<file path="config.mk">
export PLATFORM = sky130hd
export DESIGN_NAME = status_frame_field_extractor_core
export DESIGN_NICKNAME = d
export VERILOG_FILES = /design/src/rtl/sffe_pkg.sv /design/src/rtl/sffe_front.sv /design/src/rtl/sffe_queue.sv /design/src/rtl/sffe_back.sv /design/src/rtl/status_frame_field_extractor_core.sv
export SDC_FILE = /design/constraint.sdc
export NUM_CORES = 1
export LEC_CHECK = 0
export BUFFER_PORTS_ARGS = -buffer_cell sky130_fd_sc_hd__buf_2
export CAP_MARGIN = 0
export CORE_ASPECT_RATIO = 1.75
export CORE_MARGIN = 1
export CORE_UTILIZATION = 63
export DETAILED_ROUTE_END_ITERATION = 16
export GPL_TIMING_DRIVEN = 0
export PLACE_DENSITY_LB_ADDON = 0.08
export SLEW_MARGIN = 20
export SYNTH_ARGS = -nofsm -noshare
export SYNTH_HDL_FRONTEND = slang
export SYNTH_SLANG_ARGS = --single-unit
export TNS_END_PERCENT = 1
</file>
<file path="constraint.sdc">
create_clock -name clock -period 8.7 [get_ports clock]
set_input_delay 0.87 -clock clock [delete_from_list [all_inputs] [get_ports clock]]
set_output_delay 0.87 -clock clock [all_outputs]
set_load 0.03 [all_outputs]
</file>
<file path="src/rtl/sffe_pkg.sv">
// ----------------------------------------------------------------------------
// sffe_pkg
// Shared types, command ids, field codes and the payload layout table of the
// status frame field extractor.
// ----------------------------------------------------------------------------
package sffe_pkg;

   localparam logic [7:0] START_BYTE = 8'hA5;
   localparam logic [2:0] NO_SLOT    = 3'd7;

   // command ids
   localparam logic [15:0] CMD_STAGE  = 16'd1;
   localparam logic [15:0] CMD_RESULT = 16'd2;
   localparam logic [15:0] CMD_HP     = 16'd3;
   localparam logic [15:0] CMD_AMMO   = 16'd5;
   localparam logic [15:0] CMD_ROBOT  = 16'd201;
   localparam logic [15:0] CMD_WARN   = 16'd260;
   localparam logic [15:0] CMD_POWER  = 16'd514;
   localparam logic [15:0] CMD_BUFF   = 16'd516;
   localparam logic [15:0] CMD_LAUNCH = 16'd519;
   localparam logic [15:0] CMD_REMAIN = 16'd520;

   // field codes
   localparam logic [4:0] F_VOLT      = 5'd0;
   localparam logic [4:0] F_CURRENT   = 5'd1;
   localparam logic [4:0] F_STAGE     = 5'd2;
   localparam logic [4:0] F_TIME      = 5'd3;
   localparam logic [4:0] F_RESULT    = 5'd4;
   localparam logic [4:0] F_HP        = 5'd5;
   localparam logic [4:0] F_MAXHP     = 5'd6;
   localparam logic [4:0] F_LEVEL     = 5'd7;
   localparam logic [4:0] F_AMMO      = 5'd8;
   localparam logic [4:0] F_WARN      = 5'd9;
   localparam logic [4:0] F_FOUL      = 5'd10;
   localparam logic [4:0] F_COOLING   = 5'd11;
   localparam logic [4:0] F_HEAT_LIM  = 5'd12;
   localparam logic [4:0] F_SPEED_LIM = 5'd13;
   localparam logic [4:0] F_POWER_LIM = 5'd14;
   localparam logic [4:0] F_BUFF      = 5'd15;
   localparam logic [4:0] F_FREQ      = 5'd16;
   localparam logic [4:0] F_SPEED     = 5'd17;
   localparam logic [4:0] F_REM_SMALL = 5'd18;
   localparam logic [4:0] F_REM_LARGE = 5'd19;

   typedef enum logic [2:0] {
      K_PLAIN  = 3'd0,
      K_STAGE  = 3'd1,
      K_RESULT = 3'd2,
      K_WARN   = 3'd3,
      K_ROBOT  = 3'd4,
      K_LEVEL  = 3'd5,
      K_RSLOT  = 3'd6,
      K_BUFF   = 3'd7
   } kind_type;

   typedef struct packed {
      logic [15:0] cmd;
      logic [4:0]  off;
      logic [2:0]  len;
      logic [4:0]  code;
      logic [2:0]  slot;
      kind_type    kind;
   } layout_type;

   // one payload byte that belongs to a field
   typedef struct packed {
      logic [7:0] data;
      logic [1:0] rel;
      logic       last;
      logic [4:0] code;
      logic [2:0] slot;
      kind_type   kind;
   } op_type;

   typedef struct packed {
      logic       hit;
      logic [1:0] rel;
      logic       last;
      logic [4:0] code;
      logic [2:0] slot;
      kind_type   kind;
   } desc_type;

   localparam int LAYOUT_COUNT = 36;

   localparam layout_type LAYOUT [LAYOUT_COUNT] = '{
      '{CMD_POWER,  5'd0,  3'd2, F_VOLT,      3'd0, K_PLAIN},
      '{CMD_POWER,  5'd2,  3'd2, F_CURRENT,   3'd0, K_PLAIN},
      '{CMD_STAGE,  5'd0,  3'd1, F_STAGE,     3'd0, K_STAGE},
      '{CMD_STAGE,  5'd1,  3'd2, F_TIME,      3'd0, K_PLAIN},
      '{CMD_RESULT, 5'd0,  3'd1, F_RESULT,    3'd0, K_RESULT},
      '{CMD_HP,     5'd0,  3'd2, F_HP,        3'd0, K_PLAIN},
      '{CMD_HP,     5'd4,  3'd2, F_HP,        3'd1, K_PLAIN},
      '{CMD_HP,     5'd10, 3'd2, F_HP,        3'd2, K_PLAIN},
      '{CMD_HP,     5'd16, 3'd2, F_HP,        3'd3, K_PLAIN},
      '{CMD_HP,     5'd20, 3'd2, F_HP,        3'd4, K_PLAIN},
      '{CMD_HP,     5'd26, 3'd2, F_HP,        3'd5, K_PLAIN},
      '{CMD_AMMO,   5'd3,  3'd2, F_AMMO,      3'd0, K_PLAIN},
      '{CMD_AMMO,   5'd5,  3'd2, F_AMMO,      3'd1, K_PLAIN},
      '{CMD_AMMO,   5'd7,  3'd2, F_AMMO,      3'd2, K_PLAIN},
      '{CMD_AMMO,   5'd9,  3'd2, F_AMMO,      3'd3, K_PLAIN},
      '{CMD_WARN,   5'd0,  3'd1, F_WARN,      3'd0, K_WARN},
      '{CMD_WARN,   5'd1,  3'd1, F_FOUL,      3'd0, K_PLAIN},
      '{CMD_ROBOT,  5'd0,  3'd1, F_VOLT,      3'd0, K_ROBOT},
      '{CMD_ROBOT,  5'd1,  3'd1, F_LEVEL,     3'd0, K_LEVEL},
      '{CMD_ROBOT,  5'd2,  3'd2, F_HP,        3'd0, K_RSLOT},
      '{CMD_ROBOT,  5'd4,  3'd2, F_MAXHP,     3'd0, K_RSLOT},
      '{CMD_ROBOT,  5'd6,  3'd2, F_COOLING,   3'd0, K_PLAIN},
      '{CMD_ROBOT,  5'd8,  3'd2, F_HEAT_LIM,  3'd0, K_PLAIN},
      '{CMD_ROBOT,  5'd10, 3'd2, F_SPEED_LIM, 3'd0, K_PLAIN},
      '{CMD_ROBOT,  5'd12, 3'd2, F_COOLING,   3'd1, K_PLAIN},
      '{CMD_ROBOT,  5'd14, 3'd2, F_HEAT_LIM,  3'd1, K_PLAIN},
      '{CMD_ROBOT,  5'd16, 3'd2, F_SPEED_LIM, 3'd1, K_PLAIN},
      '{CMD_ROBOT,  5'd18, 3'd2, F_COOLING,   3'd2, K_PLAIN},
      '{CMD_ROBOT,  5'd20, 3'd2, F_HEAT_LIM,  3'd2, K_PLAIN},
      '{CMD_ROBOT,  5'd22, 3'd2, F_SPEED_LIM, 3'd2, K_PLAIN},
      '{CMD_ROBOT,  5'd24, 3'd2, F_POWER_LIM, 3'd0, K_PLAIN},
      '{CMD_BUFF,   5'd0,  3'd1, F_BUFF,      3'd0, K_BUFF},
      '{CMD_LAUNCH, 5'd2,  3'd1, F_FREQ,      3'd0, K_PLAIN},
      '{CMD_LAUNCH, 5'd3,  3'd4, F_SPEED,     3'd0, K_PLAIN},
      '{CMD_REMAIN, 5'd0,  3'd2, F_REM_SMALL, 3'd0, K_PLAIN},
      '{CMD_REMAIN, 5'd2,  3'd2, F_REM_LARGE, 3'd0, K_PLAIN}
   };

   function automatic logic [5:0] payload_length(logic [15:0] cmd);
      logic [5:0] len;
      unique case (cmd)
         CMD_POWER:  len = 6'd4;
         CMD_STAGE:  len = 6'd3;
         CMD_RESULT: len = 6'd1;
         CMD_HP:     len = 6'd28;
         CMD_AMMO:   len = 6'd11;
         CMD_WARN:   len = 6'd2;
         CMD_ROBOT:  len = 6'd26;
         CMD_BUFF:   len = 6'd1;
         CMD_LAUNCH: len = 6'd7;
         CMD_REMAIN: len = 6'd4;
         default:    len = 6'd0;
      endcase
      return len;
   endfunction

   function automatic desc_type field_lookup(logic [15:0] cmd, logic [4:0] pi);
      desc_type   d;
      logic [5:0] p;
      logic [5:0] lo;
      logic [5:0] hi;
      d = '0;
      p = {1'b0, pi};
      for (int i = 0; i < LAYOUT_COUNT; i++) begin
         lo = {1'b0, LAYOUT[i].off};
         hi = lo + {3'b000, LAYOUT[i].len};
         if (LAYOUT[i].cmd == cmd && p >= lo && p < hi) begin
            d.hit  = 1'b1;
            d.rel  = 2'(p - lo);
            d.last = (p == hi - 6'd1);
            d.code = LAYOUT[i].code;
            d.slot = LAYOUT[i].slot;
            d.kind = LAYOUT[i].kind;
         end
      end
      return d;
   endfunction

endpackage

</file>
<file path="src/rtl/sffe_front.sv">
// ----------------------------------------------------------------------------
// sffe_front
// Frame parser: hunts for the start byte, skips the header, takes the
// command id and tags every payload byte that belongs to a known field.
// ----------------------------------------------------------------------------
module sffe_front (
   input  logic            clock,
   input  logic            reset,
   input  logic            in_valid,
   output logic            in_ready,
   input  logic [7:0]      in_byte,
   input  logic            q_full,
   output logic            q_push,
   output sffe_pkg::op_type q_op
);
   import sffe_pkg::*;

   typedef enum logic [2:0] {
      PH_HUNT = 3'b001,
      PH_HEAD = 3'b010,
      PH_LOAD = 3'b100
   } phase_type;

   phase_type   phase_ff, phase_in;
   logic [2:0]  hidx_ff, hidx_in;
   logic [15:0] cmd_ff, cmd_in;
   logic [4:0]  pidx_ff, pidx_in;
   logic        take;
   desc_type    desc;
   logic [5:0]  pnext;

   assign in_ready = !q_full;
   assign take     = in_valid && in_ready;
   assign desc     = field_lookup(cmd_ff, pidx_ff);
   assign pnext    = {1'b0, pidx_ff} + 6'd1;

   assign q_op.data = in_byte;
   assign q_op.rel  = desc.rel;
   assign q_op.last = desc.last;
   assign q_op.code = desc.code;
   assign q_op.slot = desc.slot;
   assign q_op.kind = desc.kind;
   assign q_push    = take && (phase_ff == PH_LOAD) && desc.hit;

   always_comb begin
      phase_in = phase_ff;
      hidx_in  = hidx_ff;
      cmd_in   = cmd_ff;
      pidx_in  = pidx_ff;
      if (take) begin
         unique case (phase_ff)
            PH_HEAD: begin
               if (hidx_ff == 3'd4) begin
                  cmd_in = {8'h00, in_byte};
               end else if (hidx_ff == 3'd5) begin
                  cmd_in = {in_byte, cmd_ff[7:0]};
               end
               if (hidx_ff >= 3'd5) begin
                  hidx_in  = 3'd0;
                  pidx_in  = 5'd0;
                  phase_in = (payload_length(cmd_in) != 6'd0) ? PH_LOAD : PH_HUNT;
               end else begin
                  hidx_in = hidx_ff + 3'd1;
               end
            end
            PH_LOAD: begin
               if (pnext >= payload_length(cmd_ff)) begin
                  phase_in = PH_HUNT;
                  pidx_in  = 5'd0;
               end else begin
                  pidx_in = pnext[4:0];
               end
            end
            default: begin
               phase_in = PH_HUNT;
               if (in_byte == START_BYTE) begin
                  phase_in = PH_HEAD;
                  hidx_in  = 3'd0;
               end
            end
         endcase
      end
   end

   always_ff @(posedge clock) begin
      if (reset) begin
         phase_ff <= PH_HUNT;
         hidx_ff  <= 3'd0;
         cmd_ff   <= 16'd0;
         pidx_ff  <= 5'd0;
      end else begin
         phase_ff <= phase_in;
         hidx_ff  <= hidx_in;
         cmd_ff   <= cmd_in;
         pidx_ff  <= pidx_in;
      end
   end

endmodule

</file>
<file path="src/rtl/sffe_queue.sv">
// ----------------------------------------------------------------------------
// sffe_queue
// Short first-in first-out queue of tagged field beats between the parser
// and the field assembler.
// ----------------------------------------------------------------------------
module sffe_queue #(
   parameter int DEPTH = 4
) (
   input  logic             clock,
   input  logic             reset,
   input  logic             push,
   input  sffe_pkg::op_type push_op,
   output logic             full,
   input  logic             pop,
   output logic             valid,
   output sffe_pkg::op_type pop_op
);
   import sffe_pkg::*;

   localparam int PTR_W = (DEPTH > 1) ? $clog2(DEPTH) : 1;
   localparam int CNT_W = $clog2(DEPTH + 1);

   op_type             mem_ff [DEPTH];
   logic [PTR_W-1:0]   wptr_ff, wptr_in;
   logic [PTR_W-1:0]   rptr_ff, rptr_in;
   logic [CNT_W-1:0]   cnt_ff, cnt_in;
   logic               do_push;
   logic               do_pop;

   assign full    = (cnt_ff == CNT_W'(DEPTH));
   assign valid   = (cnt_ff != '0);
   assign pop_op  = mem_ff[rptr_ff];
   assign do_push = push && !full;
   assign do_pop  = pop && valid;

   always_comb begin
      wptr_in = wptr_ff;
      rptr_in = rptr_ff;
      cnt_in  = cnt_ff;
      if (do_push) begin
         wptr_in = (wptr_ff == PTR_W'(DEPTH - 1)) ? '0 : wptr_ff + PTR_W'(1);
      end
      if (do_pop) begin
         rptr_in = (rptr_ff == PTR_W'(DEPTH - 1)) ? '0 : rptr_ff + PTR_W'(1);
      end
      if (do_push && !do_pop) begin
         cnt_in = cnt_ff + CNT_W'(1);
      end else if (do_pop && !do_push) begin
         cnt_in = cnt_ff - CNT_W'(1);
      end
   end

   always_ff @(posedge clock) begin
      if (do_push) begin
         mem_ff[wptr_ff] <= push_op;
      end
   end

   always_ff @(posedge clock) begin
      if (reset) begin
         wptr_ff <= '0;
         rptr_ff <= '0;
         cnt_ff  <= '0;
      end else begin
         wptr_ff <= wptr_in;
         rptr_ff <= rptr_in;
         cnt_ff  <= cnt_in;
      end
   end

endmodule

</file>
<file path="src/rtl/sffe_back.sv">
// ----------------------------------------------------------------------------
// sffe_back
// Field assembler: gathers field bytes into a value, checks legal codes,
// maps robot ids to slots and holds the finished update in the output
// register.
// ----------------------------------------------------------------------------
module sffe_back (
   input  logic             clock,
   input  logic             reset,
   input  logic             q_valid,
   input  sffe_pkg::op_type q_op,
   output logic             q_pop,
   output logic             out_valid,
   input  logic             out_ready,
   output logic [4:0]       out_code,
   output logic [2:0]       out_slot,
   output logic [31:0]      out_value
);
   import sffe_pkg::*;

   function automatic logic [2:0] map_robot(logic [31:0] id);
      logic [2:0] s;
      unique case (id)
         32'd1:   s = 3'd0;
         32'd3:   s = 3'd1;
         32'd7:   s = 3'd2;
         32'd101: s = 3'd3;
         32'd103: s = 3'd4;
         32'd107: s = 3'd5;
         default: s = NO_SLOT;
      endcase
      return s;
   endfunction

   logic [31:0] acc_ff, acc_in;
   logic [2:0]  rslot_ff, rslot_in;
   logic        vld_ff, vld_in;
   logic [4:0]  code_ff, code_in;
   logic [2:0]  slot_ff, slot_in;
   logic [31:0] val_ff, val_in;
   logic [31:0] shifted;
   logic [31:0] value;
   logic [31:0] fval;
   logic [2:0]  fslot;
   logic        emit;

   assign q_pop   = q_valid && (!vld_ff || out_ready);
   assign shifted = {24'h000000, q_op.data} << {q_op.rel, 3'b000};
   assign value   = (q_op.rel == 2'd0) ? {24'h000000, q_op.data} : (acc_ff | shifted);

   always_comb begin
      emit     = 1'b0;
      fval     = value;
      fslot    = q_op.slot;
      rslot_in = rslot_ff;
      if (q_op.last) begin
         unique case (q_op.kind)
            K_STAGE: begin
               fval = value >> 4;
               emit = (fval <= 32'd5);
            end
            K_RESULT: emit = (value <= 32'd2);
            K_WARN:   emit = (value >= 32'd1) && (value <= 32'd3);
            K_ROBOT:  rslot_in = map_robot(value);
            K_LEVEL: begin
               fslot = rslot_ff;
               emit  = (rslot_ff != NO_SLOT) && (value >= 32'd1) && (value <= 32'd3);
            end
            K_RSLOT: begin
               fslot = rslot_ff;
               emit  = (rslot_ff != NO_SLOT);
            end
            K_BUFF: begin
               emit = 1'b1;
               priority if (value[0]) begin
                  fval = 32'd0;
               end else if (value[1]) begin
                  fval = 32'd1;
               end else if (value[2]) begin
                  fval = 32'd2;
               end else if (value[3]) begin
                  fval = 32'd3;
               end else begin
                  emit = 1'b0;
               end
            end
            default: emit = 1'b1;
         endcase
      end
   end

   always_comb begin
      acc_in  = acc_ff;
      vld_in  = vld_ff && !out_ready;
      code_in = code_ff;
      slot_in = slot_ff;
      val_in  = val_ff;
      if (q_pop) begin
         acc_in = value;
         vld_in = emit;
         if (emit) begin
            code_in = q_op.code;
            slot_in = fslot;
            val_in  = fval;
         end
      end
   end

   always_ff @(posedge clock) begin
      if (reset) begin
         acc_ff   <= 32'd0;
         rslot_ff <= NO_SLOT;
         vld_ff   <= 1'b0;
      end else begin
         acc_ff   <= acc_in;
         rslot_ff <= q_pop ? rslot_in : rslot_ff;
         vld_ff   <= vld_in;
      end
   end

   always_ff @(posedge clock) begin
      code_ff <= code_in;
      slot_ff <= slot_in;
      val_ff  <= val_in;
   end

   assign out_valid = vld_ff;
   assign out_code  = code_ff;
   assign out_slot  = slot_ff;
   assign out_value = val_ff;

endmodule

</file>
<file path="src/rtl/status_frame_field_extractor_core.sv">
// ----------------------------------------------------------------------------
// status_frame_field_extractor_core
// Pulls field updates out of the status serial byte stream.
// ----------------------------------------------------------------------------
// req channel: one received byte per beat (req_rx_byte).
// rsp channel: one field update per beat (rsp_field_code, rsp_slot,
//   rsp_field_value); header, skipped and tail bytes give no beat, nor do
//   illegal codes or fields of an unknown robot.
// The parser takes one byte per cycle while the queue is not full and
//   pushes each field byte into a QUEUE_DEPTH entry queue; the assembler
//   drains one entry per cycle into the output register while it is free.
// Path: the last byte of a field is written into the queue, and the update
//   into the output register before rsp shows it. Throughput: one byte per
//   cycle while rsp_ready is high. Stall: when rsp_ready is low the output
//   register holds, the queue fills and req_ready drops once it is full;
//   bytes outside fields are still refused then.
// Reset: the parser hunts for the start byte, the queue is empty, the
//   accumulator is zero and the robot slot is invalid.
// ----------------------------------------------------------------------------
module status_frame_field_extractor_core #(
   parameter int QUEUE_DEPTH = 4
) (
   input  logic        clock,
   input  logic        reset,
   input  logic        req_valid,
   output logic        req_ready,
   input  logic [7:0]  req_rx_byte,
   output logic        rsp_valid,
   input  logic        rsp_ready,
   output logic [4:0]  rsp_field_code,
   output logic [2:0]  rsp_slot,
   output logic [31:0] rsp_field_value
);
   import sffe_pkg::*;

   logic   push;
   op_type push_op;
   logic   full;
   logic   pop;
   logic   q_valid;
   op_type pop_op;

   sffe_front u_front (
      .clock    (clock),
      .reset    (reset),
      .in_valid (req_valid),
      .in_ready (req_ready),
      .in_byte  (req_rx_byte),
      .q_full   (full),
      .q_push   (push),
      .q_op     (push_op)
   );

   sffe_queue #(
      .DEPTH (QUEUE_DEPTH)
   ) u_queue (
      .clock   (clock),
      .reset   (reset),
      .push    (push),
      .push_op (push_op),
      .full    (full),
      .pop     (pop),
      .valid   (q_valid),
      .pop_op  (pop_op)
   );

   sffe_back u_back (
      .clock     (clock),
      .reset     (reset),
      .q_valid   (q_valid),
      .q_op      (pop_op),
      .q_pop     (pop),
      .out_valid (rsp_valid),
      .out_ready (rsp_ready),
      .out_code  (rsp_field_code),
      .out_slot  (rsp_slot),
      .out_value (rsp_field_value)
   );

endmodule
</file>
Yosys cells after proc, flatten, opt, wreduce, memory -nomap -nowiden --
Memory sizes are Yosys's and may differ from the RTL's. A register that Yosys moved wholly into a read port is not among the register bits. Index checks and enable logic that the tools add are counted.
Word-level totals: bits in registers 110, bits in writable memories 88, input bits 12, output and inout bits 42, word-level logic and storage cells 341, memories kept 1
Memories:
- u_queue.mem_ff | words 4, bits a word 22, rd ports 1, clocked after Yosys merged registers in 1, write ports 1, RTL line sffe_queue.sv:23 | op_type mem_ff [DEPTH];
Operators by class: add/subtract/negate cells 24, $lt $le $gt $ge 44, equal/unequal tests 73, shift operators 1, multiplexer cells 83, bitwise operators 2, reductions and logical operators 100
Operators with widths (count):
- 15-bit two-way mux | 36
- 32-bit two-way mux | 6
- 16-bit by 10-bit == test with 1-bit output (second input constant) | 8
- 32-bit by 7-bit == test with 1-bit output (second input constant) | 3
- 5-bit one-hot mux with 8 select lines | 2
- 1-bit logical AND | 76
- 10-bit by 16-bit == test with 1-bit output (first input constant) | 4
- 16-bit by 2-bit == test with 1-bit output (second input constant) | 4
- 32-bit by 2-bit less-or-equal comparator with 1-bit output (second input constant) | 2
- 16-bit two-way mux | 4
- 32-bit one-hot mux with 2 select lines | 1
- 5-bit less-than comparator (second input constant) | 7
- 16-bit by 1-bit == test with 1-bit output (second input constant) | 2
- 16-bit by 3-bit == test with 1-bit output (second input constant) | 2
- 16-bit by 8-bit == test with 1-bit output (second input constant) | 2
- 16-bit by 9-bit == test with 1-bit output (second input constant) | 2
- 2-bit by 16-bit == test with 1-bit output (first input constant) | 2
- 32-bit by 1-bit == test with 1-bit output (second input constant) | 1
- 32-bit by 2-bit == test with 1-bit output (second input constant) | 1
- 32-bit by 3-bit == test with 1-bit output (second input constant) | 1
- 32-bit by 1-bit >= comparator with 1-bit output (second input constant) | 1
- 32-bit bitwise OR | 1
- 8-bit by 5-bit << shifter with 32-bit output | 1
- 5-bit by 4-bit == test with 1-bit output (second input constant) | 6
- other kinds (54) | 152

Logic depth before layout (Yosys ltp) --
Gate-level depths: netlist of the first run.
depth in word-level cells 44, mapped depth 17, gate-level depth less buffers 17

Hierarchy --
A second synthesis of the first run with hierarchy kept.
Second synthesis, totals: cells, all modules 1019, area, all modules 10636.5 sq um
By module, submodules not included:
- sffe_back | times used 1, cells each 397, area each 3812.4 sq um, sequential area each 1921.8 sq um
- sffe_queue | times used 1, cells each 164, area each 3664.8 sq um, sequential area each 2822.7 sq um
- sffe_front | times used 1, cells each 458, area each 3159.3 sq um, sequential area each 540.5 sq um

Least setup slack after synthesis of the first run --
Ideal clock, no wire load.
path type reg2reg, from register (tool-made name), to register u_back.code_ff[0] (netlist: u_back.out_code[0]) (enable), library setup time 0.451 ns, arrival time 4.218 ns, required time 8.249 ns, setup slack 4.031 ns, stages on the path, launching flop included 11, path buffers 2, path through dfxtp_1 buf_6 buf_2 mux4_2 nor2b_1 a21oi_1 a21oi_1 o31a_1 nor3_2 o21ai_1 a21oi_1
RTL lines:
- to (signal assigned) | RTL line sffe_back.sv:122 | code_ff <= code_in;
- to (decl) | RTL line sffe_back.sv:38 | logic [4:0] code_ff, code_in;

Worst setup path after layout of the first run --
from register u_front.pidx_ff[0], to register u_queue.cnt_ff[2]
On the way: word-level cells in the longest chain between the ends 43, elaborated cells on any way between the ends 145, classes of those cells order compare: 38; mux: 37; reduce/logical: 70
RTL lines:
- from (decl) | RTL line sffe_front.sv:27 | logic [4:0] pidx_ff, pidx_in;
- from (signal assigned) | RTL line sffe_front.sv:95 | pidx_ff <= pidx_in;
- 5-bit by 2-bit less-than comparator with 1-bit output / 5-bit by 2-bit >= comparator with 1-bit output (equally long branches) | RTL line sffe_pkg.sv:153 | if (LAYOUT[i].cmd == cmd && p >= lo && p < hi) begin
- 1-bit logical AND | RTL line sffe_pkg.sv:153
- 15-bit two-way mux / 1-bit logical AND (equally long branches) | RTL line sffe_pkg.sv:153
- 15-bit two-way mux (34 in a row) | RTL line sffe_pkg.sv:153
- 15-bit two-way mux (*) | RTL line sffe_pkg.sv:153
- 1-bit logical AND (*) | RTL line sffe_front.sv:43 | assign q_push = take && (phase_ff == PH_LOAD) && desc.hit;
- 1-bit logical AND (*) | RTL line sffe_queue.sv:33 | assign do_push = push && !full;
- via u_queue.do_push | RTL line sffe_queue.sv:27 | logic do_push;
- 1-bit logical NOT | RTL line sffe_queue.sv:48 | end else if (do_pop && !do_push) begin
- 1-bit logical AND | RTL line sffe_queue.sv:48
- 2-bit nonzero test (no line)
- to (signal assigned) | RTL line sffe_queue.sv:67 | cnt_ff <= cnt_in;
- to (decl) | RTL line sffe_queue.sv:26 | logic [CNT_W-1:0] cnt_ff, cnt_in;
The timed path passes the listed nets; every way through them passes the cells marked *. A chain may end at the register's enable or synchronous reset.

==> results.yml, run 1 <==
status:
  status: "complete, no violations"
cells_and_area:
  syn_to_final_growth_pct: 11.30
  drive_gt1_frac: 0.1344
  multi_input_area_um2: 4787
  regArea_um2: 5285
  fillCellCount: 1184
  fin_nets: 1120
  antennaDiodeCount: 0
  instances_no_fill: 1290
  fin_util: 0.7215
sta:
  hold_slack_ns: 0.4837
  setup_viol: 0
  worst-slew-pin-transition_ns: 1.107
  hold_viol: 0
  fin_ws_ns: 2.874
  fmax_ghz: 0.1717
  period_share: 0.6696
  grt_setup_unrepaired: "false"
  min_period_ns: 5.826
  worst_clock_skew_ns: 0.01127
  drv_slew: 0
  slew_headroom: 0.2554
  finalSetupTns_ns: 0
clock_network:
  postCtsSetupBuffers: 0
  cts_made_buffers: 17
  cts.repair.resized: 0
  cts_tree: "built"
  clkSlewWorstSetupHoldPaths_ns: 0.07
  htreeDepth: 4
  cts_sinks: 200
  cts_hold_buf: 0
  clk_path_buf_depth: 2
  clk_latency_ns: 0.44
  root_buffer: "clkbuf_16"
min_path:
  hp-class: "register to register"
die:
  dieWidth_um: 99.08
  start_util: 0.6482
  coreArea_um2: 16030
  dieArea_um2: 17030
  ios: 54
  die_h_um: 171.9
  rows: 61
power:
  p_leak_nw: 4.034
  ir_drop_mv: 0.1186
  pwr_density_cell_nw_per_um2: 155.8
placed_design:
  place.detailed.hpwl_mm: 22.57
  place_inst: 1258
  port_buffers: 53
  place_congestion: 1.036
  place_ws_ns: 2.998
drt:
  first_pass_iters: 5
  drt_wl_total_mm: 30.70
  wl_per_cell_um: 23.79
  via_per_inst: 6.896
  vias: 8896
  drcViolationCount: 0
  antenna_left: 0
  drt_iter0_drc: 716
global_route:
  grt_pass1_wl_mm: 46.73
  overflow: 0
  grt_max_degree: 28
  grtUsageTotal: 0.3698
  grt_pass1_vias: 8618
  antenna_found_initial: 0
critical_path:
  critPathKind: "register to register"
  cp.arrival_ns: 6.19
  crit_fanout: 11
  start_kind: "register"
  worstSetupEndpointType: "register"
  cp.required_ns: 9.06
synth:
  synth_ff_type: "edfxtp_1"
  async_reset_ff_frac: 0
  yosys_warnings: 0
  synth_edf_count: 128
  yosysUniqueCellTypes: 78
  postSynthAreaPerCell_um2: 10.26
  synth_seq_cells: 200
  syn_nets: 1045
  ys_seq_area_frac: 0.5087
  syn_inst: 1013
  syn_area_um2: 10390
job:
  cap_violations: 0
critical path: stages (launching register included):
cell	delay (ns)
dfxtp_1	0.52
clkbuf_1	0.48
inv_1	0.16
clkbuf_1	0.37
ha_1	0.33
buf_1	0.23
o21ai_1	0.75
o21ai_0	0.31
a2111oi_1	0.83
o2111ai_1	0.29
o31a_1	0.30
buf_2	0.16
ha_1	0.22
inv_1	0.09
fa_1	0.20
xor2_1	0.08
or3_1	0.31
a21oi_1	0.13
layer usage:
metal  track usage  share of wire
met5             0              0
met3       0.06265          0.056
met4        0.2717          0.071
met1        0.3691           0.35
met2        0.6850           0.53
power by group:
group / total [mW] / switching (mW) / leakage (nW) / internal, mW
Combinational: 0.0181 / 0.0147 / 1.91 / 0.00340
Clock: 0.785 / 0.360 / 0.274 / 0.425
Sequential: 0.999 / 0.0000181 / 1.85 / 0.999
Total: 1.80 / 0.375 / 4.03 / 1.43
layout make-up:
class	count	area share
Sequential cell	200	0.4570
Multi-Input combinational cell	728	0.4140
Clock buffer	17	0.03679
Timing Repair Buffer	56	0.02900
Buffer	64	0.02294
Tap cell	189	0.02045
Clock inverter	15	0.01298
Inverter	21	0.006817
path summary, 6_finish.rpt:
| kind | startpoint | to | slack, ns | cells past startpoint |
|---|---|---|---|---|
| worst max-delay path | u_front.pidx_ff[0] | u_queue.cnt_ff[2] | 2.87 | 17 |
| worst min-delay path | u_queue.rptr_ff[1] | u_queue.rptr_ff[1] | 0.48 | 2 |
| worst max register to register | u_front.pidx_ff[0] | u_queue.cnt_ff[2] | 2.87 | 17 |
| worst min register to register | u_queue.rptr_ff[1] | u_queue.rptr_ff[1] | 0.48 | 2 |
placed cells by master (no fill, tap or decap), types with 30 or more instances in the layout:
| cell | n |
|---|---|
| o22ai_1 | 32 |
| nor2_1 | 129 |
| clkbuf_1 | 42 |
| edfxtp_1 | 128 |
| o21ai_0 | 51 |
| dfxtp_1 | 72 |
| nand2_1 | 64 |
| a21oi_1 | 70 |
| nand3_1 | 30 |
| buf_2 | 61 |
per-stage QoR:
| step | cell area, um2 | power (mW) |
|---|---|---|
| 3_5_place_dp | 10970 | 1.038 |
| 2_1_floorplan | 10390 | 1.026 |
| 5_1_grt | 11560 | 1.836 |
| 3_3_place_gp | 10890 | 1.038 |
| 4_1_cts | 11550 | 1.803 |
| 6_report | 11560 | 1.802 |
cell usage after synthesis, types with 8 or more instances:
cell / instances / area [um2]
a211oi_1: 19 / 142.6
a21oi_1: 71 / 355.3
a22oi_1: 20 / 150.1
a31oi_1: 13 / 81.33
buf_1: 12 / 45.04
buf_2: 8 / 40.04
clkbuf_1: 42 / 157.7
dfxtp_1: 72 / 1441
edfxtp_1: 128 / 3844
ha_1: 19 / 237.7
inv_1: 20 / 75.07
mux2i_1: 18 / 180.2
mux4_2: 22 / 495.5
nand2_1: 64 / 240.2
nand2b_1: 15 / 93.84
nand3_1: 30 / 150.1
nor2_1: 129 / 484.2
nor2b_1: 27 / 168.9
nor3_1: 28 / 140.1
nor4_1: 19 / 118.9
o21ai_0: 51 / 255.2
o22ai_1: 32 / 200.2
or3_1: 11 / 68.82
flip-flops by register name (all words and copies together) (netlist names), 5 cells and up, named ones only:
name,count
u_back.out_code,5
u_queue.mem_ff,88
u_back.acc_ff,32
u_back.out_value,32
u_front.cmd_ff,16
u_front.pidx_ff,5
cells by family (layout without fill, tap and decap cells):
group / count (synthesis) / after routing / share of synthesized area
compound gates: 280 / 280 / 0.1746
flops: 200 / 200 / 0.5087
fa+ha+maj: 21 / 21 / 0.02577
buf+inv: 85 / 173 / 0.03312
simple gates: 373 / 373 / 0.1788
xor+xnor: 6 / 6 / 0.005058
mux: 48 / 48 / 0.07394
No activity file was read; power rests on OpenSTA's default activity.
==> inputs of run 2 (changes only) <==
Settings changed: CORE_UTILIZATION 63 to 62.
Clock period 8.7 ns to 5.92 ns, I/O delays scaled along.
==> run 2 against run 1 <==
Sequential power is 47% higher. Flip-flop and latch count stayed put. Worst setup slack worse by 2.4 ns. Clock skew is 0.0022 ns lower. Register-to-register slack worse by 2.4 ns. Worst hold slack worse by 0.036 ns. Cell count is 2.6% higher.
==> results.yml, run 2 (same netlist as run 1, synthesis figures left out) <==
critical_path:
  reg2reg_depth: 17
  path_buf_inv: 6
  crit_slowest_cell: "a2111oi_2"
  worstPathCellList: "clkbuf_1, inv_1, clkbuf_1, ha_1, buf_1, o21ai_1, o21ai_0, a2111oi_2, o2111ai_1, o31a_1, buf_2, ha_1, inv_1, fa_1, xor2_1, or3_1, a21oi_1"
  cp.arrival_ns: 5.84
  path_delay_family: "compound AO/OA/AOI/OAI gates"
  slowest_delay_ns: 0.75
  worstSetupEndpointType: "register"
  cp.required_ns: 6.28
  worst-path-stages: 17
  crit_fanout: 11
  start_kind: "register"
  critPathKind: "register to register"
global_route:
  antenna_found_initial: 0
  grtUsageTotal: 0.3671
  grt_pass1_wl_mm: 47.49
  grt_pass1_vias: 8822
  overflow: 0
  grt_max_degree: 28
sta:
  fmax_ghz: 0.1825
  slew_headroom: 0.2413
  hold_viol: 0
  min_period_ns: 5.480
  worst_clock_skew_ns: 0.009107
  drv_slew: 0
  finalSetupTns_ns: 0
  period_share: 0.9257
  worst-slew-pin-transition_ns: 1.129
  grt_setup_unrepaired: "false"
  setup_viol: 0
die:
  start_util: 0.6348
  rows: 62
  die_h_um: 173.3
  coreArea_um2: 16370
  dieWidth_um: 99.86
  ios: 54
  dieArea_um2: 17300
cells_and_area:
  fin_nets: 1119
  multi_input_area_um2: 4798
  largest_register_ff_count: 88
  final_common_cell: "nor2_1"
  drive_gt1_frac: 0.1373
  regArea_um2: 5285
  antennaDiodeCount: 0
  fin_util: 0.7097
  largest-register: "u_queue.mem_ff"
  layout_common_cells: "nor2_1 (129), edfxtp_1 (128), dfxtp_1 (72)"
  fillCellCount: 1193
  syn_to_final_growth_pct: 11.80
clock_network:
  clkSlewWorstSetupHoldPaths_ns: 0.07
  cts.repair.resized: 0
  cts_made_buffers: 17
  clk_latency_ns: 0.44
  clk_path_buf_depth: 2
  cts_tree: "built"
  cts_sinks: 200
  cts_hold_buf: 0
  htreeDepth: 4
  postCtsSetupBuffers: 0
  root_buffer: "clkbuf_16"
min_path:
  whs_path_depth: 1
  hp-class: "primary input to register"
drt:
  via_per_inst: 6.753
  drt_wl_total_mm: 30.59
  wl_per_cell_um: 23.10
  antenna_left: 0
  drt_iter0_drc: 578
  drcViolationCount: 0
  vias: 8941
  first_pass_iters: 7
placed_design:
  place_congestion: 1.070
  place.detailed.hpwl_mm: 22.57
  port_buffers: 53
job:
  cap_violations: 0
power:
  p_leak_nw: 4.047
  pwr_density_cell_nw_per_um2: 230.2
  fin_total_pwr_mw: 2.673
  ir_drop_mv: 0.2180
status:
  status: "complete, no violations"
run 2: through the flow:
stage,cells,hold slack (ns),setup WS [ns],cell area [um2]
2_1_floorplan,1013,0.4494,1.251,10390
3_3_place_gp,1290,0.4606,0.01409,10940
3_5_place_dp,1291,0.4749,0.4378,10980
4_1_cts,1323,0.4307,0.4214,11580
5_1_grt,1324,0.4370,0.1681,11620
6_report,1324,0.4477,0.4398,11620
run 2: layout make-up:
type                    count  share of cell area
multi-input cells         728              0.4131
well taps                 224             0.02413
clock buffers              18             0.03781
plain buffers              64             0.02284
flip-flops and latches    200              0.4550
inverters                  21            0.006786
repair buffers             55             0.02650
clock inverters            14             0.01389
run 2: final timing paths:
| kind | start | endpoint | slack (ns) |
|---|---|---|---|
| min reg2reg | u_back.acc_ff[12] | u_back.acc_ff[12] | 0.49 |
| max reg2reg | u_front.pidx_ff[0] | u_queue.cnt_ff[2] | 0.44 |
| min | req_rx_byte[2] | u_queue.mem_ff[2][16] | 0.45 |
| max | u_front.pidx_ff[0] | u_queue.cnt_ff[2] | 0.44 |
run 2: routing by layer:
layer,GRT usage,up-vias,wire (um)
li1,-,4006,-
met1,0.3591,4248,10030
met2,0.6764,524,16490
met3,0.05968,163,1898
met4,0.2684,0,2171
met5,0,-,0
run 2: worst reg2reg max path: cells and delay by family (launching register included):
kind            cells  cell delay [ns]
flops               1             0.49
simple gates        1             0.30
fa+ha+maj           3             0.72
buf+inv             6             1.41
compound gates      6             2.40
xor+xnor            1             0.07
run 2: report_power, final:
| group | internal (mW) | leakage, nW | switching [mW] |
|---|---|---|---|
| logic | 0.00500 | 1.90 | 0.0214 |
| registers | 1.47 | 1.85 | 0.0000281 |
| clock network | 0.645 | 0.297 | 0.534 |
| total | 2.12 | 4.05 | 0.555 |
